### src/rtl/pit_pkg.sv
// shared types, constants and microcode program of the periodic interval timer
package pit_pkg;

  localparam int PC_W   = 4;
  localparam int CNT_W  = 5;
  localparam int WORD_W = 32;

  localparam logic [WORD_W-1:0] PCT_SCALE   = 32'd100;
  localparam logic [WORD_W-1:0] MS_PER_MS   = 32'd1;
  localparam logic [WORD_W-1:0] MS_PER_SEC  = 32'd1000;
  localparam logic [WORD_W-1:0] MS_PER_MIN  = 32'd1000 * 32'd60;
  localparam logic [WORD_W-1:0] MS_PER_HOUR = 32'd1000 * 32'd60 * 32'd60;

  localparam logic [1:0] UNIT_MS   = 2'd0;
  localparam logic [1:0] UNIT_SEC  = 2'd1;
  localparam logic [1:0] UNIT_MIN  = 2'd2;
  localparam logic [1:0] UNIT_HOUR = 2'd3;

  localparam logic REG_INTERVAL = 1'b0;
  localparam logic REG_REPEAT   = 1'b1;

  localparam logic [31:0] INTERVAL_RST = 32'd1000;

  localparam int IN_TDATA_W  = 104;
  localparam int OUT_TDATA_W = 80;

  localparam logic [PC_W-1:0] STEP_IDLE = 4'd0;
  localparam logic [PC_W-1:0] STEP_EMIT = 4'd11;

  typedef enum logic [3:0] {
    OP_NONE,
    OP_CAPTURE,
    OP_UPDATE,
    OP_LOAD_PCT,
    OP_LOAD_MAP,
    OP_LOAD_REM,
    OP_DIV,
    OP_STORE_PCT,
    OP_STORE_MAP,
    OP_STORE_REM,
    OP_EMIT
  } op_t;

  typedef enum logic [2:0] {
    COND_NEXT,
    COND_IN,
    COND_SHORT,
    COND_LOOP,
    COND_OUT
  } cond_t;

  typedef struct packed {
    op_t             op;
    cond_t           cond;
    logic [PC_W-1:0] target;
  } ctrl_t;

  function automatic ctrl_t rom(input logic [PC_W-1:0] pc);
    ctrl_t c;
    c = '{op: OP_NONE, cond: COND_OUT, target: STEP_IDLE};
    case (pc)
      4'd0:    c = '{op: OP_CAPTURE,   cond: COND_IN,    target: STEP_IDLE};
      4'd1:    c = '{op: OP_UPDATE,    cond: COND_SHORT, target: STEP_EMIT};
      4'd2:    c = '{op: OP_LOAD_PCT,  cond: COND_NEXT,  target: STEP_IDLE};
      4'd3:    c = '{op: OP_DIV,       cond: COND_LOOP,  target: STEP_IDLE};
      4'd4:    c = '{op: OP_STORE_PCT, cond: COND_NEXT,  target: STEP_IDLE};
      4'd5:    c = '{op: OP_LOAD_MAP,  cond: COND_NEXT,  target: STEP_IDLE};
      4'd6:    c = '{op: OP_DIV,       cond: COND_LOOP,  target: STEP_IDLE};
      4'd7:    c = '{op: OP_STORE_MAP, cond: COND_NEXT,  target: STEP_IDLE};
      4'd8:    c = '{op: OP_LOAD_REM,  cond: COND_NEXT,  target: STEP_IDLE};
      4'd9:    c = '{op: OP_DIV,       cond: COND_LOOP,  target: STEP_IDLE};
      4'd10:   c = '{op: OP_STORE_REM, cond: COND_NEXT,  target: STEP_IDLE};
      4'd11:   c = '{op: OP_EMIT,      cond: COND_OUT,   target: STEP_IDLE};
      default: c = '{op: OP_NONE,      cond: COND_OUT,   target: STEP_IDLE};
    endcase
    return c;
  endfunction

  function automatic logic [WORD_W-1:0] unit_div(input logic [1:0] unit);
    logic [WORD_W-1:0] d;
    unique case (unit)
      UNIT_MS:   d = MS_PER_MS;
      UNIT_SEC:  d = MS_PER_SEC;
      UNIT_MIN:  d = MS_PER_MIN;
      UNIT_HOUR: d = MS_PER_HOUR;
      default:   d = MS_PER_MS;
    endcase
    return d;
  endfunction

endpackage

### src/rtl/periodic_interval_timer.sv
// periodic interval timer with one-shot mode, run by a microcoded sequencer
// An input beat is taken when the sequencer sits at its idle step. A beat that
// needs no division (paused, fire time ahead of now, period over, zero interval)
// goes from the update step straight to the emit step, and the sequencer then
// returns to its idle step for the next beat. Otherwise one shared radix-2
// restoring divider produces the percent, the mapped value and the remaining
// time in turn, one iteration per quotient bit, the first two fed by one 32x32
// multiplier. The result sits in an output register, so the next beat is
// taken while it waits; a stalled output holds the sequencer at its emit step.
module periodic_interval_timer #(
  parameter int TIME_BITS = 32
) (
  input  logic        clk,
  input  logic        rst_n,
  input  logic        in_tvalid,
  output logic        in_tready,
  // now_ms[31:0], pause_cmd[32], resume_cmd[33], take_ready[34],
  // map_source[66:35], map_target[98:67], zero fill[103:99]
  input  logic [pit_pkg::IN_TDATA_W-1:0] in_tdata,
  // time_unit[1:0]
  input  logic [1:0]  in_tuser,
  output logic        out_tvalid,
  input  logic        out_tready,
  // fired[0], ready_seen[1], is_paused[2], remaining_time[34:3],
  // percent_done[41:35], mapped_value[73:42], zero fill[79:74]
  output logic [pit_pkg::OUT_TDATA_W-1:0] out_tdata,
  input  logic        cfg_psel,
  input  logic        cfg_penable,
  input  logic        cfg_pwrite,
  input  logic [2:0]  cfg_paddr,
  input  logic [31:0] cfg_pwdata,
  output logic [31:0] cfg_prdata,
  output logic        cfg_pready
);

  pit_pkg::ctrl_t ctrl;

  logic [pit_pkg::PC_W-1:0]  pc_r, pc_nxt;
  logic [pit_pkg::CNT_W-1:0] cnt_r, cnt_nxt;
  logic                      out_valid_r, out_valid_nxt;
  logic [TIME_BITS-1:0]      last_r, last_nxt;
  logic                      paused_r, paused_nxt;
  logic                      ready_r, ready_nxt;
  logic [31:0]               interval_r;
  logic                      repeat_r;

  logic [TIME_BITS-1:0] now_r, now_nxt;
  logic                 pause_r, pause_nxt;
  logic                 resume_r, resume_nxt;
  logic                 take_r, take_nxt;
  logic [1:0]           unit_r, unit_nxt;
  logic [31:0]          src_r, src_nxt;
  logic [31:0]          tgt_r, tgt_nxt;
  logic [31:0]          passed_r, passed_nxt;
  logic [31:0]          gap_r, gap_nxt;
  logic [31:0]          rem_r, rem_nxt;
  logic [31:0]          quo_r, quo_nxt;
  logic [31:0]          dvs_r, dvs_nxt;

  logic        res_fired_r, res_fired_nxt;
  logic        res_seen_r, res_seen_nxt;
  logic        res_paused_r, res_paused_nxt;
  logic [31:0] res_rem_r, res_rem_nxt;
  logic [6:0]  res_pct_r, res_pct_nxt;
  logic [31:0] res_map_r, res_map_nxt;

  logic [pit_pkg::OUT_TDATA_W-1:0] out_data_r, out_data_nxt;

  logic                 cfg_wr;
  logic                 in_beat;
  logic                 out_free;
  logic                 short_c;
  logic [TIME_BITS-1:0] ivl;
  logic [TIME_BITS-1:0] last_n;
  logic [TIME_BITS-1:0] end_t;
  logic                 p_n;
  logic                 fire;
  logic                 rdy_n;
  logic [31:0]          span;
  logic [31:0]          mul_b;
  logic [63:0]          prod;
  logic [32:0]          shl;

  assign ctrl       = pit_pkg::rom(pc_r);
  assign in_tready  = (ctrl.cond == pit_pkg::COND_IN);
  assign in_beat    = in_tvalid && in_tready;
  assign out_free   = !out_valid_r || out_tready;
  assign out_tvalid = out_valid_r;
  assign out_tdata  = out_data_r;

  assign cfg_pready = 1'b1;
  assign cfg_wr     = cfg_psel && cfg_penable && cfg_pwrite && cfg_pready;
  assign cfg_prdata = (cfg_paddr[2] == pit_pkg::REG_REPEAT) ? {31'd0, repeat_r} : interval_r;

  assign ivl   = TIME_BITS'(interval_r);
  assign span  = tgt_r - src_r + 32'd1;
  assign mul_b = (ctrl.op == pit_pkg::OP_LOAD_MAP) ? span : pit_pkg::PCT_SCALE;
  assign prod  = 64'(passed_r) * 64'(mul_b);
  assign shl   = {rem_r, quo_r[31]};

  always_comb begin
    pc_nxt         = pc_r;
    cnt_nxt        = cnt_r;
    out_valid_nxt  = out_valid_r && !out_tready;
    out_data_nxt   = out_data_r;
    last_nxt       = last_r;
    paused_nxt     = paused_r;
    ready_nxt      = ready_r;
    now_nxt        = now_r;
    pause_nxt      = pause_r;
    resume_nxt     = resume_r;
    take_nxt       = take_r;
    unit_nxt       = unit_r;
    src_nxt        = src_r;
    tgt_nxt        = tgt_r;
    passed_nxt     = passed_r;
    gap_nxt        = gap_r;
    rem_nxt        = rem_r;
    quo_nxt        = quo_r;
    dvs_nxt        = dvs_r;
    res_fired_nxt  = res_fired_r;
    res_seen_nxt   = res_seen_r;
    res_paused_nxt = res_paused_r;
    res_rem_nxt    = res_rem_r;
    res_pct_nxt    = res_pct_r;
    res_map_nxt    = res_map_r;
    short_c        = 1'b0;
    p_n            = paused_r;
    fire           = 1'b0;
    rdy_n          = ready_r;
    last_n         = last_r;
    end_t          = last_r + ivl;

    unique case (ctrl.op) inside
      pit_pkg::OP_CAPTURE: begin
        if (in_beat) begin
          now_nxt    = TIME_BITS'(in_tdata[31:0]);
          pause_nxt  = in_tdata[32];
          resume_nxt = in_tdata[33];
          take_nxt   = in_tdata[34];
          src_nxt    = in_tdata[66:35];
          tgt_nxt    = in_tdata[98:67];
          unit_nxt   = in_tuser;
        end
      end
      pit_pkg::OP_UPDATE: begin
        if (resume_r) p_n = 1'b0;
        if (pause_r) p_n = 1'b1;
        if (!p_n) begin
          if ((now_r - last_r) >= ivl) begin
            fire   = 1'b1;
            last_n = now_r;
            rdy_n  = 1'b1;
            if (!repeat_r) p_n = 1'b1;
          end else if (now_r < last_r) begin
            last_n = now_r;
          end
        end
        res_seen_nxt = take_r && rdy_n;
        if (take_r) rdy_n = 1'b0;
        end_t          = last_n + ivl;
        last_nxt       = last_n;
        paused_nxt     = p_n;
        ready_nxt      = rdy_n;
        res_fired_nxt  = fire;
        res_paused_nxt = p_n;
        res_rem_nxt    = '0;
        res_pct_nxt    = '0;
        res_map_nxt    = '0;
        passed_nxt     = 32'(now_r - last_n);
        gap_nxt        = 32'(end_t - now_r);
        short_c        = 1'b1;
        if (!p_n) begin
          if (last_n > now_r) begin
            res_map_nxt = src_r;
          end else if (end_t > now_r && ivl != '0) begin
            short_c = 1'b0;
          end else begin
            res_pct_nxt = pit_pkg::PCT_SCALE[6:0];
            res_map_nxt = tgt_r;
          end
        end
      end
      pit_pkg::OP_LOAD_PCT, pit_pkg::OP_LOAD_MAP: begin
        rem_nxt = prod[63:32];
        quo_nxt = prod[31:0];
        dvs_nxt = 32'(ivl);
        cnt_nxt = '0;
      end
      pit_pkg::OP_LOAD_REM: begin
        rem_nxt = '0;
        quo_nxt = gap_r;
        dvs_nxt = pit_pkg::unit_div(unit_r);
        cnt_nxt = '0;
      end
      pit_pkg::OP_DIV: begin
        if (shl >= {1'b0, dvs_r}) begin
          rem_nxt = 32'(shl - {1'b0, dvs_r});
          quo_nxt = {quo_r[30:0], 1'b1};
        end else begin
          rem_nxt = shl[31:0];
          quo_nxt = {quo_r[30:0], 1'b0};
        end
        cnt_nxt = cnt_r + 1'b1;
      end
      pit_pkg::OP_STORE_PCT: res_pct_nxt = quo_r[6:0];
      pit_pkg::OP_STORE_MAP: res_map_nxt = src_r + quo_r;
      pit_pkg::OP_STORE_REM: res_rem_nxt = quo_r;
      pit_pkg::OP_EMIT: begin
        if (out_free) begin
          out_valid_nxt = 1'b1;
          out_data_nxt  = {6'd0, res_map_r, res_pct_r, res_rem_r,
                           res_paused_r, res_seen_r, res_fired_r};
        end
      end
      default: begin
      end
    endcase

    unique case (ctrl.cond)
      pit_pkg::COND_NEXT:  pc_nxt = pc_r + 1'b1;
      pit_pkg::COND_IN:    if (in_beat) pc_nxt = pc_r + 1'b1;
      pit_pkg::COND_SHORT: pc_nxt = short_c ? ctrl.target : pc_r + 1'b1;
      pit_pkg::COND_LOOP:  if (cnt_r == '1) pc_nxt = pc_r + 1'b1;
      pit_pkg::COND_OUT:   if (out_free) pc_nxt = ctrl.target;
      default:             pc_nxt = pit_pkg::STEP_IDLE;
    endcase
  end

  always_ff @(posedge clk) begin
    if (!rst_n) begin
      pc_r        <= pit_pkg::STEP_IDLE;
      cnt_r       <= '0;
      out_valid_r <= 1'b0;
      last_r      <= '0;
      paused_r    <= 1'b0;
      ready_r     <= 1'b0;
      interval_r  <= pit_pkg::INTERVAL_RST;
      repeat_r    <= 1'b1;
    end else begin
      pc_r        <= pc_nxt;
      cnt_r       <= cnt_nxt;
      out_valid_r <= out_valid_nxt;
      last_r      <= last_nxt;
      paused_r    <= paused_nxt;
      ready_r     <= ready_nxt;
      if (cfg_wr) begin
        unique case (cfg_paddr[2])
          pit_pkg::REG_INTERVAL: interval_r <= cfg_pwdata;
          pit_pkg::REG_REPEAT:   repeat_r   <= cfg_pwdata[0];
          default: begin
          end
        endcase
      end
    end
  end

  always_ff @(posedge clk) begin
    now_r        <= now_nxt;
    pause_r      <= pause_nxt;
    resume_r     <= resume_nxt;
    take_r       <= take_nxt;
    unit_r       <= unit_nxt;
    src_r        <= src_nxt;
    tgt_r        <= tgt_nxt;
    passed_r     <= passed_nxt;
    gap_r        <= gap_nxt;
    rem_r        <= rem_nxt;
    quo_r        <= quo_nxt;
    dvs_r        <= dvs_nxt;
    res_fired_r  <= res_fired_nxt;
    res_seen_r   <= res_seen_nxt;
    res_paused_r <= res_paused_nxt;
    res_rem_r    <= res_rem_nxt;
    res_pct_r    <= res_pct_nxt;
    res_map_r    <= res_map_nxt;
    out_data_r   <= out_data_nxt;
  end

endmodule
### config.mk
export PLATFORM = sky130hd
export DESIGN_NAME = periodic_interval_timer
export DESIGN_NICKNAME = d
export VERILOG_FILES = /design/src/rtl/pit_pkg.sv /design/src/rtl/periodic_interval_timer.sv
export SDC_FILE = /design/constraint.sdc
export NUM_CORES = 2
export LEC_CHECK = 0
export ABC_AREA = 1
export BUFFER_PORTS_ARGS = -buffer_cell sky130_fd_sc_hd__buf_2
export CAP_MARGIN = 0
export CORE_ASPECT_RATIO = 1.5
export CORE_MARGIN = 8
export CORE_UTILIZATION = 30
export DETAILED_ROUTE_END_ITERATION = 8
export HOLD_SLACK_MARGIN = 0.15
export PLACE_DENSITY = 0.54
export SLEW_MARGIN = 20
export SYNTH_ARGS = -nofsm -noshare
export SYNTH_HDL_FRONTEND = slang
export SYNTH_SLANG_ARGS = --single-unit
### constraint.sdc
create_clock -name clk -period 15.8 [get_ports clk]
set_input_delay 3.16 -clock clk [delete_from_list [all_inputs] [get_ports clk]]
set_output_delay 3.16 -clock clk [all_outputs]
set_load 0.03 [all_outputs]
[Word level (Yosys, flattened, before mapping)]
Memory sizes are Yosys's and may differ from the RTL's. A register that Yosys moved wholly into a read port is not among the register bits.
Index checks and enable logic that the tools add are counted.
Storage, ports and cells
  bits in registers: 486
  memory bits (read-only): 160
  input bits: 148
  output and inout bits: 115
  word-level logic and storage cells: 138
  memories kept: 1
Memories
  (no name shown): words 16, width 10, read ports 1, clocked after memory_dff 1, wr ports 0, line pit_pkg.sv:61  | case (pc)
Operators by class
  add/sub/neg operators: 10
  multipliers: 1
  $lt $le $gt $ge: 5
  equal/unequal tests: 21
  mux-type cells: 47
  bitwise operators: 1
  reductions and logical operators: 25
Operators by type and width (count)
  2-to-1 mux 32 bit: 10
  one-hot mux 32 bit (2 select lines): 3
  one-hot mux 32 bit (3 select lines): 2
  subtractor 32 bit: 5
  one-hot mux 32 bit (4 select lines): 1
  adder 32 bit: 2
  greater-than comparator 32 bit: 2
  multiplier 32 x 32 -> 64 bit: 1
  >= comparator 33 x 32 -> 1 bit: 1
  adder 32 x 1 -> 32 bit, second input constant: 1
  >= comparator 32 bit: 1
  less-than comparator 32 bit: 1
  nonzero test 32 bit: 1
  2-to-1 mux 4 bit: 6
  2-to-1 mux 7 bit: 3
  one-hot mux 4 bit (5 select lines): 1
  2-to-1 mux 1 bit: 19
  equality test 4 x 3 -> 1 bit, second input constant: 4
  one-hot mux 7 bit (2 select lines): 1
  equality test 4 bit, second input constant: 3
  one-hot mux 5 bit (2 select lines): 1
  nonzero test 2 bit: 5
  equality test 4 x 2 -> 1 bit, second input constant: 2
  AND reduction 2 bit: 4
  21 further kinds: 30

[Longest topological paths before layout]
  word-level depth: 16
  depth in mapped cells: 66
  depth with buffers taken out: 65

[Worst setup path before layout]
No wires, ideal clock.
  kind: input port to flip-flop
  start: in in_tvalid
  end: reg now_r[0], enable pin
  library setup time: 0.808 ns
  arrival time: 12.793 ns
  data required time: 14.992 ns
  path slack: 2.199 ns
  cell stages on the path: 2
  path buffers: 0
  cells stage by stage: inv_1 > nor4_1
On the way
  cells in the longest elaborated chain, start to end: 2
Ends and longest elaborated chain
  start: declaration: line periodic_interval_timer.sv:15  | input logic in_tvalid,
  logical AND 1 bit: line periodic_interval_timer.sv:86  | assign in_beat = in_tvalid && in_tready;
  AND reduction 2 bit (no source line)
  end signal: assignment: line periodic_interval_timer.sv:259  | now_r <= now_nxt;
  end: declaration: line periodic_interval_timer.sv:47  | logic [TIME_BITS-1:0] now_r, now_nxt;
Every way passes these cells.
A chain may end at the register's enable or synchronous reset.

[Worst setup path after layout]
  start: reg now_r[21]
  end: reg ctrl[4] (netlist name)
On the way
  cells in the longest elaborated chain, start to end: 16
  elaborated cells on any way between the ends: 22
  those cells by class: add/sub: 2; order compare: 4; mux: 15; reduce/logical: 1
Ends and longest elaborated chain
  subtractor 32 bit / less-than comparator 32 bit (equally long branches): line periodic_interval_timer.sv:150, periodic_interval_timer.sv:155
  >= comparator 32 bit / 2-to-1 mux 32 bit (equally long branches): line periodic_interval_timer.sv:150, periodic_interval_timer.sv:155
  2-to-1 mux 32 bit: line periodic_interval_timer.sv:150  | if ((now_r - last_r) >= ivl) begin
  2-to-1 mux 32 bit: line periodic_interval_timer.sv:149  | if (!p_n) begin
  2-to-1 mux 32 bit: line periodic_interval_timer.sv:134  | unique case (ctrl.op) inside
  adder 32 bit: line periodic_interval_timer.sv:161  | end_t = last_n + ivl;
  greater-than comparator 32 bit: line periodic_interval_timer.sv:176  | end else if (end_t > now_r && ivl != '0) begin
  logical AND 1 bit: line periodic_interval_timer.sv:176
  2-to-1 mux 1 bit: line periodic_interval_timer.sv:176
  2-to-1 mux 1 bit: line periodic_interval_timer.sv:174  | if (last_n > now_r) begin
  2-to-1 mux 1 bit *: line periodic_interval_timer.sv:173  | if (!p_n) begin
  2-to-1 mux 1 bit *: line periodic_interval_timer.sv:134
  2-to-1 mux 4 bit *: line periodic_interval_timer.sv:223  | pit_pkg::COND_SHORT: pc_nxt = short_c ? ctrl.target : pc_r + 1'b1;
  one-hot mux 4 bit (5 select lines) *: line periodic_interval_timer.sv:220  | unique case (ctrl.cond)
  2-to-1 mux 4 bit (no source line) * (2 in series)
Every way passes the cells marked *; elsewhere a longest branch is shown, timed or not. The select of a mux whose other input is x is not followed.

==> key figures <==
Clock network
  • Clock Latency Late Sink: between 600 and 700 ps
  • Root Driver: clkbuf_16
  • Cts hold-fix bufs: 0
  • Post-CTS sizing: 0
  • Post-CTS Repair Setup Buffers: 0
  • TritonCTS Buffers: 53
  • Max clock buf depth: 3
  • CTS tree: built
  • Clock H-tree levels: 2
  • Clock transition at path regs: roughly 70 ps
  • Sinks on Clock Net: approximately 490

Setup path
  • R2R Setup Slk: 4090 ps
  • RR Startpoint: now_r[21]$_DFFE_PP_
  • CP dominant cell by count: nand2_1
  • Crit path capture type: flop
  • Type of origin of the critical path: flop
  • Critical path class: reg2reg
  • R2R depth: 57
  • Slowest stage delay, CP: ~880 ps
  • Worst EP arrival: approximately 12000 ps
  • Worst r2r dst: ctrl[4]$_DFF_P_
  • CP max stage cell: nor4_1
  • Critical Path Fanout Max: between 50 and 60
  • Worst Path Required: 16350 ps

Synthesis
  • Mapped cell area: ~65000 um^2
  • Synth Register Bits: slightly below 500
  • Post-synth top flop: edfxtp_1
  • Synth Instances: around 7.7k
  • Post-synthesis cell type count: 63
  • Number of flops mapped to enable cells by yosys: ~410
  • Synth top area cells: fa_1 (28%), edfxtp_1 (19%), ha_1 (11%)
  • Asr flop ratio synth: 0
  • Post-synthesis sequential area ratio: 0.216
  • Yosys top cell area share: 0.279
  • Synthesized area per cell: about 8.4 um^2
  • Area leader, netlist: fa_1
  • Ys Warns: 0

Drt
  • ANT nets after route: 0
  • WL met1: roughly 89000 um
  • Post-Route WL: about 230000 um
  • Vias: approximately 53k
  • Drt drc: 0
  • Top layer in use: met4
  • Wire length per cell: between 20 and 25 um
  • Drt first pass iters: 6
  • Starting DRT DRC Count: about 3.5k
  • DR WL met2: roughly 120000 um
  • WL met3: ~11000 um
  • Avg Vias per Cell: about 4.9

Global route
  • First-pass GRT wire length: about 350000 um
  • Initial antenna violation count: 10
  • Vias in the first global route: roughly 56k
  • Total gr overflow: 0
  • GRT Resource Usage Total: 0.200
  • Largest net degree at the start of global routing: 110

STA
  • Worst Skew: between 20 and 25 ps
  • Achievable frequency: about 85 MHz
  • Endpoints failing setup: 0
  • Slew headroom: 0.239
  • Unrepaired setup endpoints after global routing: no
  • Final Hold Vio Count: 0
  • Minimum clock period: between 10000 and 15000 ps
  • Slew @ Worst Pin: between 1000 and 1500 ps
  • Fin crit share: 0.741
  • Slew Viols, Final: 0
  • Setup_tns: 0 ps

Floorplanning
  • Core Rows: approximately 210
  • Die Width: 395 um
  • Starting Density: 0.301
  • Die Ht: 585 um
  • Core ar.: approximately 220000 um^2
  • IO Pins: roughly 260
  • Die Footprint: around 230000 um^2

Cells and area
  • Commonest non-fill, non-tap cell in the layout: inv_1
  • Area growth, synth to finish: 9.37%
  • Non-Filler Instances: about 11k
  • Most frequent cells in the layout: inv_1 (1621), nand2_1 (1515), fa_1 (903)
  • Multi-input logic area: between 40000 and 50000 um^2
  • Share of cells above drive strength 1: 0.0684
  • Filler instances: approximately 23k
  • Final layout net count: 9429
  • Register area: ~14000 um^2

Worst hold path
  • Hold Crit Class: reg2reg
  • End of the worst hold path: out_tdata[60]$_DFFE_PP_
  • Hold depth: 0
  • Hold Startpoint: res_map_r[18]$_DFFE_PP_

Placement
  • GPL Wtd Cong: approximately 0.97
  • Post-detail-place hpwl: around 190000 um
  • Port bufs: between 200 and 250
  • Placed insts: approximately 11k

Status
  • Status: finished, final reports clean

Flow run
  • Max capacitance violation total: 0
-- synth_stat cells, types with 13 or more instances --
| library cell | number |
|---|---|
| o21ai_0 | 355 |
| a21o_1 | 20 |
| buf_4 | 15 |
| o21a_1 | 21 |
| nand3_1 | 169 |
| fa_1 | 903 |
| buf_2 | 35 |
| buf_1 | 25 |
| o21ai_2 | 32 |
| clkbuf_1 | 212 |
| nor2_1 | 593 |
| inv_2 | 13 |
| a21oi_1 | 478 |
| o211ai_1 | 54 |
| dfxtp_1 | 85 |
| nor4_1 | 26 |
| o21bai_1 | 21 |
| o21ai_1 | 17 |
| or2_2 | 26 |
| xnor2_1 | 68 |
| ha_1 | 560 |
| nand2_1 | 1520 |
| inv_1 | 1626 |
| a22o_1 | 14 |
| edfxtp_1 | 409 |
| nor3_1 | 38 |
| xor2_1 | 108 |
| a31oi_1 | 36 |
| nand4_1 | 128 |
-- worst max-delay path: cells and delay by family (launching register included) --
| family | cells | cell delay (ps) |
|---|---|---|
| compound gates | 9 | 1920 |
| simple gates | 35 | 6140 |
| fa+ha+maj | 5 | 1690 |
| buf+inv | 6 | 970 |
| flops | 1 | 490 |
| xor+xnor | 2 | 330 |
-- state kept, by name (all words and copies together) (netlist names), 7 cells and up --
register / count
gap_r: 32
res_map_r: 32
ctrl: 8
dvs_r: 32
passed_r: 32
src_r: 32
tgt_r: 32
last_r: 32
rem_r: 32
interval_r: 32
quo_r: 32
out_tdata: 74
res_pct_r: 7
res_rem_r: 32
now_r: 32
-- logic make-up after synthesis --
| family | synth area share |
|---|---|
| other | 0.000116 |
| AND/OR/NAND/NOR | 0.160 |
| adder cells (fa/ha/maj) | 0.388 |
| buffers and inverters | 0.115 |
| AO/OA/AOI/OAI | 0.0968 |
| XOR/XNOR | 0.0238 |
| flip-flops | 0.216 |
-- final cells by class --
class                      count  share of cell area
timing repair buffer         334              0.0268
clock buffer                  60              0.0191
sequential                   494               0.198
antenna                        2           0.0000707
inverter                    1645              0.0873
multi-input combinational   5290               0.613
tap                         2848              0.0504
clock inverter                38             0.00596
-- worst max-delay path by stage --
stage | start | end | depth (start not counted)
after global placement | now_r[19]$_DFFE_PP_ | ctrl[4]$_DFF_P_ | 57
after CTS | now_r[21]$_DFFE_PP_ | ctrl[4]$_DFF_P_ | 57
after floorplan | in_tvalid | now_r[0]$_DFFE_PP_ | 2
after detailed placement | now_r[21]$_DFFE_PP_ | ctrl[4]$_DFF_P_ | 57
after global routing | now_r[19]$_DFFE_PP_ | ctrl[4]$_DFF_P_ | 57
final | now_r[21]$_DFFE_PP_ | ctrl[4]$_DFF_P_ | 57
-- per-stage QoR --
| stage | utilization | hold WS, ps | instance area, um^2 | worst slack (ps) |
|---|---|---|---|---|
| 4_1_cts | 0.329 | 414 | 70800 | 4100 |
| 5_1_grt | 0.329 | 421 | 70800 | 3360 |
| 6_report | 0.329 | 414 | 70800 | 4090 |
| 2_1_floorplan | - | 400 | 64700 | 2200 |
| 3_5_place_dp | 0.321 | 405 | 69000 | 4130 |
| 3_3_place_gp | 0.321 | 405 | 69000 | 4030 |
-- routing by layer --
| layer | vias to the layer above | track usage |
|---|---|---|
| met1 | 26300 | 0.231 |
| met5 | - | 0 |
| met4 | 0 | 0.113 |
| met3 | 489 | 0.0171 |
| met2 | 1825 | 0.363 |
| li1 | 24400 | - |
Power is left out: the tool's default activity adds up to more than one toggle a clock period on the data nets, which glitch-free logic cannot reach.
